[src/rtl/core/efp_pkg.sv]
// ----------------------------------------------------------------------------
// efp_pkg
// Shared types, constants and helpers of the escape-time fractal pixel block.
// ----------------------------------------------------------------------------
`default_nettype none

package efp_pkg;

   localparam int PIX_W      = 10;
   localparam int WORD_W     = 32;
   localparam int STEP_W     = 31;
   localparam int FRAC_W     = 26;
   localparam int ITER_W     = 7;
   localparam int COLOR_W    = 21;
   localparam int CSR_IDX_W  = 3;
   localparam int WIDE_W     = 44;

   localparam int DEF_IMG_WIDTH  = 1024;
   localparam int DEF_IMG_HEIGHT = 1024;
   localparam int DEF_MAX_ITER   = 100;
   localparam int QUEUE_DEPTH    = 2;

   localparam logic [COLOR_W-1:0] BASE_COLOR = 21'h123456;
   localparam logic [38:0]        ESCAPE_SQ  = 39'd1 << (FRAC_W + 2);

   typedef enum logic [1:0] {
      MODE_MANDEL = 2'd0,
      MODE_JULIA  = 2'd1,
      MODE_BURN   = 2'd2,
      MODE_NONE   = 2'd3
   } efp_mode_type;

   localparam logic [CSR_IDX_W-1:0] REG_MODE    = 3'd0;
   localparam logic [CSR_IDX_W-1:0] REG_LEFT    = 3'd1;
   localparam logic [CSR_IDX_W-1:0] REG_TOP     = 3'd2;
   localparam logic [CSR_IDX_W-1:0] REG_RSTEP   = 3'd3;
   localparam logic [CSR_IDX_W-1:0] REG_ISTEP   = 3'd4;
   localparam logic [CSR_IDX_W-1:0] REG_JULIA_R = 3'd5;
   localparam logic [CSR_IDX_W-1:0] REG_JULIA_I = 3'd6;

   typedef struct packed {
      efp_mode_type              mode;
      logic signed [WORD_W-1:0]  left;
      logic signed [WORD_W-1:0]  top;
      logic [STEP_W-1:0]         rstep;
      logic [STEP_W-1:0]         istep;
      logic signed [WORD_W-1:0]  julia_r;
      logic signed [WORD_W-1:0]  julia_i;
   } efp_cfg_type;

   typedef struct packed {
      logic [PIX_W-1:0]          x;
      logic [PIX_W-1:0]          y;
      logic                      bypass;
      efp_mode_type              mode;
      logic signed [WORD_W-1:0]  zr;
      logic signed [WORD_W-1:0]  zi;
      logic signed [WORD_W-1:0]  cr;
      logic signed [WORD_W-1:0]  ci;
   } efp_item_type;

   function automatic logic signed [WORD_W-1:0] sat_word(input logic signed [WIDE_W-1:0] v);
      logic signed [WORD_W-1:0] r;
      if (v > $signed({{(WIDE_W-WORD_W+1){1'b0}}, {(WORD_W-1){1'b1}}})) begin
         r = {1'b0, {(WORD_W-1){1'b1}}};
      end else if (v < $signed({{(WIDE_W-WORD_W+1){1'b1}}, {(WORD_W-1){1'b0}}})) begin
         r = {1'b1, {(WORD_W-1){1'b0}}};
      end else begin
         r = v[WORD_W-1:0];
      end
      return r;
   endfunction

endpackage

`default_nettype wire

[src/rtl/core/efp_queue.sv]
// ----------------------------------------------------------------------------
// efp_queue
// Short first-in first-out queue of classified pixels between front and back.
// ----------------------------------------------------------------------------
`default_nettype none

module efp_queue import efp_pkg::*; #(
   parameter int DEPTH = QUEUE_DEPTH
) (
   input  wire logic          clock,
   input  wire logic          reset,
   input  wire logic          push,
   input  wire efp_item_type  push_item,
   output logic               full,
   input  wire logic          pop,
   output efp_item_type       pop_item,
   output logic               not_empty
);

   localparam int PW = (DEPTH > 1) ? $clog2(DEPTH) : 1;
   localparam int CW = $clog2(DEPTH + 1);

   efp_item_type    item_mem [DEPTH];
   logic [PW-1:0]   wr_ptr_ff, wr_ptr_in;
   logic [PW-1:0]   rd_ptr_ff, rd_ptr_in;
   logic [CW-1:0]   count_ff, count_in;

   assign full      = (count_ff == CW'(DEPTH));
   assign not_empty = (count_ff != '0);
   assign pop_item  = item_mem[rd_ptr_ff];

   always_comb begin
      wr_ptr_in = wr_ptr_ff;
      rd_ptr_in = rd_ptr_ff;
      count_in  = count_ff;
      if (push) begin
         wr_ptr_in = (wr_ptr_ff == PW'(DEPTH - 1)) ? '0 : wr_ptr_ff + 1'b1;
      end
      if (pop) begin
         rd_ptr_in = (rd_ptr_ff == PW'(DEPTH - 1)) ? '0 : rd_ptr_ff + 1'b1;
      end
      if (push && !pop) begin
         count_in = count_ff + 1'b1;
      end else if (pop && !push) begin
         count_in = count_ff - 1'b1;
      end
   end

   always_ff @(posedge clock) begin
      if (reset) begin
         wr_ptr_ff <= '0;
         rd_ptr_ff <= '0;
         count_ff  <= '0;
      end else begin
         wr_ptr_ff <= wr_ptr_in;
         rd_ptr_ff <= rd_ptr_in;
         count_ff  <= count_in;
      end
   end

   always_ff @(posedge clock) begin
      if (push) begin
         item_mem[wr_ptr_ff] <= push_item;
      end
   end

   a_no_overflow: assert property (@(posedge clock) disable iff (reset)
      push |-> (!full || pop))
      else $error("queue write while full");

   a_no_underflow: assert property (@(posedge clock) disable iff (reset)
      pop |-> not_empty)
      else $error("queue read while empty");

   a_count_bound: assert property (@(posedge clock) disable iff (reset)
      count_ff <= CW'(DEPTH))
      else $error("queue count beyond depth");

endmodule

`default_nettype wire

[config.mk]
export PLATFORM = sky130hd
export DESIGN_NAME = efp_queue
export DESIGN_NICKNAME = d
export VERILOG_FILES = /design/src/rtl/core/efp_pkg.sv /design/src/rtl/core/efp_queue.sv
export SDC_FILE = /design/constraint.sdc
export NUM_CORES = 1
export LEC_CHECK = 0
export BUFFER_PORTS_ARGS = -buffer_cell sky130_fd_sc_hd__buf_2
export CAP_MARGIN = 10
export CELL_PAD_IN_SITES_DETAIL_PLACEMENT = 1
export CELL_PAD_IN_SITES_GLOBAL_PLACEMENT = 1
export CORE_UTILIZATION = 46
export CTS_BUF_LIST = sky130_fd_sc_hd__clkbuf_2
export DETAILED_ROUTE_END_ITERATION = 8
export PLACE_DENSITY = 0.86
export SYNTH_ARGS = -nofsm -noshare
export SYNTH_HDL_FRONTEND = slang
export SYNTH_SLANG_ARGS = --single-unit
export TNS_END_PERCENT = 100
[constraint.sdc]
create_clock -name clock -period 10.8 [get_ports clock]
set_input_delay 0.54 -clock clock [delete_from_list [all_inputs] [get_ports clock]]
set_output_delay 0.54 -clock clock [all_outputs]
set_load 0.005 [all_outputs]
==> impl_metrics.ini <==
[worst_setup_path]
cp.required_ns = 10.26
cp-start-kind = flip-flop
r2r-start = wr_ptr_ff
end_kind = output pin
reg2reg_depth = 3
setup.worst_path.class = reg -> out
reg2reg_setup_slack_ns = 7.83
timing.rr.end = item_mem[1][34]
worstPathArrival_ns = 3.05
crit_fanout = 68

[route]
drt_wl_total_um = 31400
drt-initial-drc-count = 294
first_pass_iters = 4
wl_per_cell_um = 22.4
ant_nets = 0
drc = 0
route.vias.total = 6866
viasPerCell = 4.90

[pwr]
p_leak_nw = 6.22
power_density_nw_per_um2 = 163
ir_worst_vdd_mv = 0.112

[sta]
fmax_mhz = 279
min_period_ns = 3.59
max-slew-margin-rel_pct = 26.4
finClkSkew_ns = 0.0733
finalMaxSlewViolations = 0
finalCritPeriodShare_pct = 33.2
rsz0062_at_grt = false
fin_setup_tns_ns = 0
worst_pin_slew_ns = 1.10
hold_viol = 0
setup_viol = 0

[cts]
cts_resized = 0
htreeDepth = 3
cts_buffers = 79
cts_tree = yes
ctsLongestPathBuffers = 3
clock_latency_ns = 0.83
path_clk_slew_ns = 0.11
postCtsSetupBuffers = 0
hold_buffers = 154
clk_root_buffer_cell = clkbuf_2
clock-sinks = 307

[floorplanning]
fp.dieW_um = 160
die_area_um2 = 25600
initial_core_util_pct = 47.0
design.core.area_um2 = 24400
io_pins = 308
rows = 57
die_y_um = 160

[layout]
final_common_cell = buf_2
final_cell_mix = buf_2, edfxtp_1, dlygate4sd3_1, clkbuf_2, mux2_4
nFillCells = 2278
syn2layout_area_growth_pct = 35.3
instances_no_fill = 1400
fin_nets = 1178
final_layout_size_suffix_gt1_share_pct = 54.3

[global_routing]
grt-ovfl-total = 0
track_usage_pct = 24.3
grt_pass1_vias = 7969
grt_max_degree = 152
grt_first_pass_wirelength_um = 46100
grt_antenna_before_repair = 5

[hold_path]
hold_path.class = in -> reg
min_to = wr_ptr_ff
hold_start = push
hold_depth = 3

[flow_run]
cap_viol_max_count = 0

[synthesis]
synth.mux.area_fraction_pct = 17.8
syn-num-nets = 648
syn_avg_cell_area_um2 = 23.3
synthXorXnorAreaFrac_pct = 0.305
yosys.area_share.adder_pct = 0.109
synthCells = 492
synth_compound_gate_area_share_pct = 0.0873
synth_seq_cells = 307
synth_top_family_by_area = multiplexers
yosysUniqueCellTypes = 17
yosys_warnings = 0
synthSimpleGateAreaFrac_pct = 0.404
synth_area_um2 = 11500
yosysSeqAreaShare_pct = 79.9

[placed_design]
port_buffers = 307
placed_cells = 1111
gp_congestion = 0.717
hpwlAfterDp_um = 16300

[run_status]
outcome = finished, final reports clean
## registers in the layout (all words and copies together), names as in the netlist, named ones only
name and count:
item_mem 302, count_ff 2, rd_ptr_ff 1, wr_ptr_ff 1
## cell type report
type,count,area (um2),share of cell area [%]
well taps,324,405,2.61
flip-flops and latches,307,9170,59.1
multi-input cells,167,2150,13.9
inverters,1,3.75,0.0242
clock buffers,108,541,3.48
diodes,7,17.5,0.113
repair buffers,466,3130,20.2
clock inverters,20,103,0.661
## where the power goes
| group | switching (mW) | internal, mW | leakage, nW |
|---|---|---|---|
| sequential | 0.0298 | 1.39 | 2.88 |
| clock | 0.478 | 0.290 | 0.503 |
| combinational | 0.154 | 0.188 | 2.84 |
## kinds of logic (layout without fill, tap and decap cells)
| kind of cell | count (synthesis) | after routing |
|---|---|---|
| flops | 307 | 307 |
| mux | 151 | 151 |
| buf+inv | 18 | 595 |
| simple gates | 9 | 9 |
| xor+xnor | 4 | 4 |
| compound gates | 2 | 2 |
| fa+ha+maj | 1 | 1 |
| other cells | 0 | 7 |
## stage by stage
stage	hold WS, ns	cell area [um2]	worst slack [ns]	util (%)	power (mW)
after global placement	0.483	13300	7.66	54.6	1.71
after global routing	0.0376	15500	6.95	63.6	2.64
after CTS	0.0112	15500	7.07	63.6	2.51
final	0.132	15500	7.21	63.6	2.53
after detailed placement	0.499	13300	7.59	54.6	1.73
after floorplan	0.456	11500	3.05	-	1.61
## worst max-delay path by stage
stage / cells past startpoint / endpoint / slack [ns]
final: 3 / pop_item[1] / 7.21
after global routing: 3 / pop_item[27] / 6.95
after CTS: 3 / pop_item[4] / 7.07
after detailed placement: 4 / item_mem[1][147] / 7.59
after global placement: 4 / item_mem[1][30] / 7.66
after floorplan: 1 / item_mem[0][0] / 3.05
## worst max-delay path, stage by stage, from the launching register on
cell     delay (ns)
dfxtp_4        0.72
buf_4          0.95
mux2_2         0.44
buf_2          0.13
## Yosys cell counts
cell	instances	area, um2
a21oi_1	1	5.00
and2_1	1	6.26
buf_2	6	30.0
buf_6	11	124
dfxtp_1	5	100
edfxtp_1	302	9070
ha_1	1	12.5
inv_1	1	3.75
mux2_2	61	687
mux2_4	90	1350
nor2_1	4	15.0
nor2b_1	2	12.5
o21ai_0	1	5.00
or2_2	1	6.26
or3_1	1	6.26
xnor2_1	2	17.5
xor2_1	2	17.5
## metal layers
layer | global-route usage (%) | wire length [um] | share of wire, %
met3 | 7.14 | 2100 | 6.7
met1 | 25.0 | 11100 | 35
met5 | 0 | 0 | 0
met2 | 45.5 | 17300 | 55
met4 | 10.3 | 896 | 2.9
(Power assumes the default switching activity.)
