<file path="src/rtl/core/efp_pkg.sv">
// ----------------------------------------------------------------------------
// efp_pkg
// Shared types, constants and helpers of the escape-time fractal pixel block.
// ----------------------------------------------------------------------------
`default_nettype none

package efp_pkg;

   localparam int PIX_W      = 10;
   localparam int WORD_W     = 32;
   localparam int STEP_W     = 31;
   localparam int FRAC_W     = 26;
   localparam int ITER_W     = 7;
   localparam int COLOR_W    = 21;
   localparam int CSR_IDX_W  = 3;
   localparam int WIDE_W     = 44;

   localparam int DEF_IMG_WIDTH  = 1024;
   localparam int DEF_IMG_HEIGHT = 1024;
   localparam int DEF_MAX_ITER   = 100;
   localparam int QUEUE_DEPTH    = 2;

   localparam logic [COLOR_W-1:0] BASE_COLOR = 21'h123456;
   localparam logic [38:0]        ESCAPE_SQ  = 39'd1 << (FRAC_W + 2);

   typedef enum logic [1:0] {
      MODE_MANDEL = 2'd0,
      MODE_JULIA  = 2'd1,
      MODE_BURN   = 2'd2,
      MODE_NONE   = 2'd3
   } efp_mode_type;

   localparam logic [CSR_IDX_W-1:0] REG_MODE    = 3'd0;
   localparam logic [CSR_IDX_W-1:0] REG_LEFT    = 3'd1;
   localparam logic [CSR_IDX_W-1:0] REG_TOP     = 3'd2;
   localparam logic [CSR_IDX_W-1:0] REG_RSTEP   = 3'd3;
   localparam logic [CSR_IDX_W-1:0] REG_ISTEP   = 3'd4;
   localparam logic [CSR_IDX_W-1:0] REG_JULIA_R = 3'd5;
   localparam logic [CSR_IDX_W-1:0] REG_JULIA_I = 3'd6;

   typedef struct packed {
      efp_mode_type              mode;
      logic signed [WORD_W-1:0]  left;
      logic signed [WORD_W-1:0]  top;
      logic [STEP_W-1:0]         rstep;
      logic [STEP_W-1:0]         istep;
      logic signed [WORD_W-1:0]  julia_r;
      logic signed [WORD_W-1:0]  julia_i;
   } efp_cfg_type;

   typedef struct packed {
      logic [PIX_W-1:0]          x;
      logic [PIX_W-1:0]          y;
      logic                      bypass;
      efp_mode_type              mode;
      logic signed [WORD_W-1:0]  zr;
      logic signed [WORD_W-1:0]  zi;
      logic signed [WORD_W-1:0]  cr;
      logic signed [WORD_W-1:0]  ci;
   } efp_item_type;

   function automatic logic signed [WORD_W-1:0] sat_word(input logic signed [WIDE_W-1:0] v);
      logic signed [WORD_W-1:0] r;
      if (v > $signed({{(WIDE_W-WORD_W+1){1'b0}}, {(WORD_W-1){1'b1}}})) begin
         r = {1'b0, {(WORD_W-1){1'b1}}};
      end else if (v < $signed({{(WIDE_W-WORD_W+1){1'b1}}, {(WORD_W-1){1'b0}}})) begin
         r = {1'b1, {(WORD_W-1){1'b0}}};
      end else begin
         r = v[WORD_W-1:0];
      end
      return r;
   endfunction

endpackage

`default_nettype wire

</file>
<file path="src/rtl/core/efp_front.sv">
// ----------------------------------------------------------------------------
// efp_front
// Accepts pixels, maps them to the complex plane and classifies them.
// ----------------------------------------------------------------------------
`default_nettype none

module efp_front import efp_pkg::*; #(
   parameter int IMG_WIDTH  = DEF_IMG_WIDTH,
   parameter int IMG_HEIGHT = DEF_IMG_HEIGHT
) (
   input  wire logic               clock,
   input  wire logic               reset,
   input  wire logic               start,
   output logic                    busy,
   input  wire logic [PIX_W-1:0]   req_pixel_x,
   input  wire logic [PIX_W-1:0]   req_pixel_y,
   input  wire efp_cfg_type        cfg,
   input  wire logic               q_full,
   output logic                    push,
   output efp_item_type            push_item
);

   localparam int PROD_W = PIX_W + STEP_W;

   logic                     s1_valid_ff, s1_valid_in;
   logic [PIX_W-1:0]         s1_x_ff, s1_x_in;
   logic [PIX_W-1:0]         s1_y_ff, s1_y_in;
   logic [PROD_W-1:0]        s1_prod_r_ff, s1_prod_r_in;
   logic [PROD_W-1:0]        s1_prod_i_ff, s1_prod_i_in;
   logic                     s1_bypass_ff, s1_bypass_in;
   efp_mode_type             s1_mode_ff, s1_mode_in;
   logic                     accept;
   logic signed [WIDE_W-1:0] pr_wide;
   logic signed [WIDE_W-1:0] pi_wide;
   logic signed [WORD_W-1:0] pr;
   logic signed [WORD_W-1:0] pi;

   assign push   = s1_valid_ff && !q_full;
   assign busy   = s1_valid_ff && q_full;
   assign accept = start && !busy;

   always_comb begin
      s1_valid_in  = s1_valid_ff;
      s1_x_in      = s1_x_ff;
      s1_y_in      = s1_y_ff;
      s1_prod_r_in = s1_prod_r_ff;
      s1_prod_i_in = s1_prod_i_ff;
      s1_bypass_in = s1_bypass_ff;
      s1_mode_in   = s1_mode_ff;
      if (push) begin
         s1_valid_in = 1'b0;
      end
      if (accept) begin
         s1_valid_in  = 1'b1;
         s1_x_in      = req_pixel_x;
         s1_y_in      = req_pixel_y;
         s1_prod_r_in = PROD_W'(req_pixel_x) * PROD_W'(cfg.rstep);
         s1_prod_i_in = PROD_W'(req_pixel_y) * PROD_W'(cfg.istep);
         s1_mode_in   = cfg.mode;
         s1_bypass_in = (cfg.mode == MODE_NONE)
                     || ({{(WORD_W-PIX_W){1'b0}}, req_pixel_x} >= WORD_W'(IMG_WIDTH))
                     || ({{(WORD_W-PIX_W){1'b0}}, req_pixel_y} >= WORD_W'(IMG_HEIGHT));
      end
   end

   always_ff @(posedge clock) begin
      if (reset) begin
         s1_valid_ff <= 1'b0;
      end else begin
         s1_valid_ff <= s1_valid_in;
      end
      s1_x_ff      <= s1_x_in;
      s1_y_ff      <= s1_y_in;
      s1_prod_r_ff <= s1_prod_r_in;
      s1_prod_i_ff <= s1_prod_i_in;
      s1_bypass_ff <= s1_bypass_in;
      s1_mode_ff   <= s1_mode_in;
   end

   always_comb begin
      pr_wide = {{(WIDE_W-WORD_W){cfg.left[WORD_W-1]}}, cfg.left}
              + $signed({{(WIDE_W-PROD_W){1'b0}}, s1_prod_r_ff});
      pi_wide = {{(WIDE_W-WORD_W){cfg.top[WORD_W-1]}}, cfg.top}
              - $signed({{(WIDE_W-PROD_W){1'b0}}, s1_prod_i_ff});
      pr = sat_word(pr_wide);
      pi = sat_word(pi_wide);
      push_item.x      = s1_x_ff;
      push_item.y      = s1_y_ff;
      push_item.bypass = s1_bypass_ff;
      push_item.mode   = s1_mode_ff;
      if (s1_mode_ff == MODE_JULIA) begin
         push_item.zr = pr;
         push_item.zi = pi;
         push_item.cr = cfg.julia_r;
         push_item.ci = cfg.julia_i;
      end else begin
         push_item.zr = '0;
         push_item.zi = '0;
         push_item.cr = pr;
         push_item.ci = pi;
      end
   end

endmodule

`default_nettype wire

</file>
<file path="config.mk">
export PLATFORM = sky130hd
export DESIGN_NAME = efp_front
export DESIGN_NICKNAME = d
export VERILOG_FILES = /design/src/rtl/core/efp_pkg.sv /design/src/rtl/core/efp_front.sv
export SDC_FILE = /design/constraint.sdc
export NUM_CORES = 2
export LEC_CHECK = 0
export BUFFER_PORTS_ARGS = -buffer_cell sky130_fd_sc_hd__buf_2
export CAP_MARGIN = 10
export CORE_MARGIN = 2
export CORE_UTILIZATION = 50
export DETAILED_ROUTE_END_ITERATION = 6
export PLACE_DENSITY = 0.68
export SLEW_MARGIN = 20
export SYNTH_ARGS = -nofsm -noshare
export SYNTH_HDL_FRONTEND = slang
export SYNTH_SLANG_ARGS = --single-unit
</file>
<file path="constraint.sdc">
create_clock -name clock -period 7.1 [get_ports clock]
set_clock_uncertainty 0.15 [all_clocks]
set_input_delay 0.71 -clock clock [delete_from_list [all_inputs] [get_ports clock]]
set_output_delay 0.71 -clock clock [all_outputs]
set_load 0.005 [all_outputs]
</file>
==> metrics <==
Yosys reg bits 106; Mean Syn Cell Area 8.39 µm²; Setup-failing EPs final 0; vias in the first global route 24200; fin crit period ~6.6 ns; gr usage total a little over a quarter; CP top delay family adder cells; first drt pass iteration count 6; Net Count, Synth between 4000 and 5000; Pint ~0.007 W; Least-Margin Pin Slew approximately 1.0 ns; cell area after synthesis 29800 µm²; Final nets approximately 4700; Clk pwr share about 3.5%; initial antenna violation count 4; Setup Fix Bufs, Post-CTS 0; Iter 0 DRT Violations about 1900; Crit-path slowest cell fa_1; # clock sinks roughly 110; largest area contributor in the netlist fa_1; Area contributors post-synth fa_1 (31%), edfxtp_1 (11%), ha_1 (9.9%); drt via density 5.60; Worst setup EP type flop; fill cell instance count of the final layout approximately 5500; via count approximately 26000; Reg-to-Reg End s1_x_ff[4]; DRT Wirelength ~80 mm; post-synth cell types 83; GP Congestion 0.959; post-DP HPWL 66.6 mm; hold wc startpoint reset; clk buf depth 2; DIE WIDTH about 250 µm; Post-synth EDFFs 105; CP Cell Sequence buf_2 -> buf_4 -> nand2_1 -> fa_1 -> inv_1 -> fa_1 -> fa_1 -> fa_1 -> inv_1 -> fa_1 -> inv_1 -> ha_1 -> and4_1 -> and2_1 -> o21ai_0 -> o21ai_0 -> o211a_1 -> a21oi_1 -> o21bai_1 -> a311oi_1 -> o21ai_0 -> xor2_1; I/O Pins about 370; most frequent CP cell fa_1; clk root buf clkbuf_16; Max Cap Viol 0; core footprint roughly 59000 µm²; Min-Delay Path Depth 2; total CTS buffers 9; Final TNS setup 0 ns; Multi-input gate area around 24000 µm²; commonest non-fill, non-tap cell in the layout inv_1; WP buf/inv 5; Seq/Total Area, Yosys a little over a tenth; Placed Instances about 4500; pins over their slew limit 0; Leak Pwr about 16 nW; Final Hold Viols 0; Comb pwr share between 80% and 90%; # port buffers 368; FF+latch area between 3000 and 4000 µm²; GRT overflow 0; Synth top area share a little under a third; Worst-Skew Late Latency slightly below 0.4 ns; starting density of the core roughly half; Crit Path Max Fanout 20; net load switching power around 0.0084 W; async set or reset register ratio after synthesis 0%; placement row count approximately 90; layout cells sized above 1 about an eighth; r2r setup slk ~4.6 ns; RSZ-0062 raised after global routing false; most frequent cells in the layout inv_1 (506), nand2_1 (465), fa_1 (462); Final period util 93.4%; top_reg_cell synth edfxtp_1; status completed; DRC errors left 0; Area Growth Syn to Fin 9.07%; crit start category input pin; CP peak stage delay between 0.5 and 0.6 ns; Post-Layout Cell Count roughly 4600; first-pass GRT wire length approximately 130 mm; Peak VDD IR ~0.31 mV; pin count of the biggest net entering global routing 83; fmax between 0.15 and 0.2 GHz; Slew HR a little under a third; crit path kind in2reg; worst r2r src s1_valid_ff; Power Density about 470 nW/µm²; Reg2Reg Depth 4; CTS tree built; worst hold path type in2reg; Ys Warns 0; die area approximately 60000 µm²; routed len/inst approximately 18 µm; Detail Route Antenna Nets 0; Clock H-tree levels 3; Arr. time, crit path about 6.6 ns; Reg clk slew, reported paths 0.08 ns; Reg power frac approximately 9.7%; Chip Height 248 µm; worst hold path endpoint s1_valid_ff; CTS resizes 0; Sw Share a little over half; Mapped Cells 3554; cts hold-fix bufs 0; Data required, critical path between 7 and 8 ns
==> Yosys cell counts, drive strengths merged, types with 7 or more instances <==
cell,instances
a211oi,25
inv,506
edfxtp,105
ha,236
nor2,152
o22ai,7
a31oi,23
o21bai,20
and3,17
nor4,7
fa,462
nor2b,14
nor3,61
nand2b,21
o21a,24
o311ai,7
a311oi,28
buf,31
and2,345
a22oi,34
o31ai,37
nand4,33
a21oi,193
o211ai,26
nand3,58
a21o,65
xor2,49
nand2,465
clkbuf,172
o21ai,141
xnor2,88
==> sequential cells by signal, summed over array words and instances, names as in the netlist <==
register / flops
s1_prod_r_ff: 41
s1_valid_ff: 1
s1_y_ff: 10
s1_x_ff: 10
s1_bypass_ff: 1
s1_mode_ff: 2
s1_prod_i_ff: 41
==> area by class of cell <==
class	instances	share of cell area [%]
multi-input combinational	2739	73.8
sequential	106	9.75
timing repair buffer	412	6.75
inverter	506	5.84
tap	773	2.97
clock buffer	9	0.692
clock inverter	7	0.223
antenna	1	0.00769
==> layer usage <==
metal / part of all wire (%) / track usage, % / up-vias
met5: 0.045 / 0 / -
met1: 48 / 40.1 / 12300
li1: - / - / 12100
met4: 1.8 / 5.76 / 6
met3: 7.0 / 3.10 / 88
met2: 44 / 39.7 / 994
==> stage by stage <==
stage	worst slack, ns	hold WS, ns	cell area [µm²]	total power (W)	util (%)
2_1_floorplan	0.572	0.441	29800	0.0114	-
3_3_place_gp	0.229	0.495	32200	0.0145	54.6
3_5_place_dp	0.121	0.501	32200	0.0146	54.6
4_1_cts	0.509	0.300	32500	0.0153	55.1
5_1_grt	0.129	0.327	32500	0.0171	55.1
6_report	0.469	0.318	32500	0.0154	55.1
==> logic make-up after synthesis <==
group | Yosys count | synth area share (%)
xor gates and xnor gates | 137 | 4.02
adders and majority gates | 698 | 40.9
muxes | 6 | 0.206
buffers and inverters | 709 | 9.02
and+or+nand+nor | 1208 | 19.9
AOI/OAI and AO/OA | 690 | 15.3
DFF | 106 | 10.6
==> how the worst max path moves through the flow <==
stage,from,to,slack [ns],depth (start not counted)
after detailed placement,req_pixel_x[1],s1_prod_r_ff[38],0.12,22
after CTS,req_pixel_x[1],s1_prod_r_ff[39],0.51,22
after global routing,req_pixel_x[1],s1_prod_r_ff[39],0.13,22
final,req_pixel_x[1],s1_prod_r_ff[39],0.47,22
after global placement,req_pixel_x[1],s1_prod_r_ff[38],0.23,22
after floorplan,req_pixel_y[1],s1_prod_i_ff[38],0.57,23
==> power groups by stage <==
stage	clock (W)	combinational, W	sequential, W
2_1_floorplan	0	0.00986	0.00149
3_3_place_gp	0	0.0130	0.00150
3_5_place_dp	0	0.0131	0.00151
4_1_cts	0.000549	0.0132	0.00150
5_1_grt	0.000566	0.0150	0.00152
6_report	0.000536	0.0134	0.00150
Note: power is estimated with default switching activity, not from simulation.
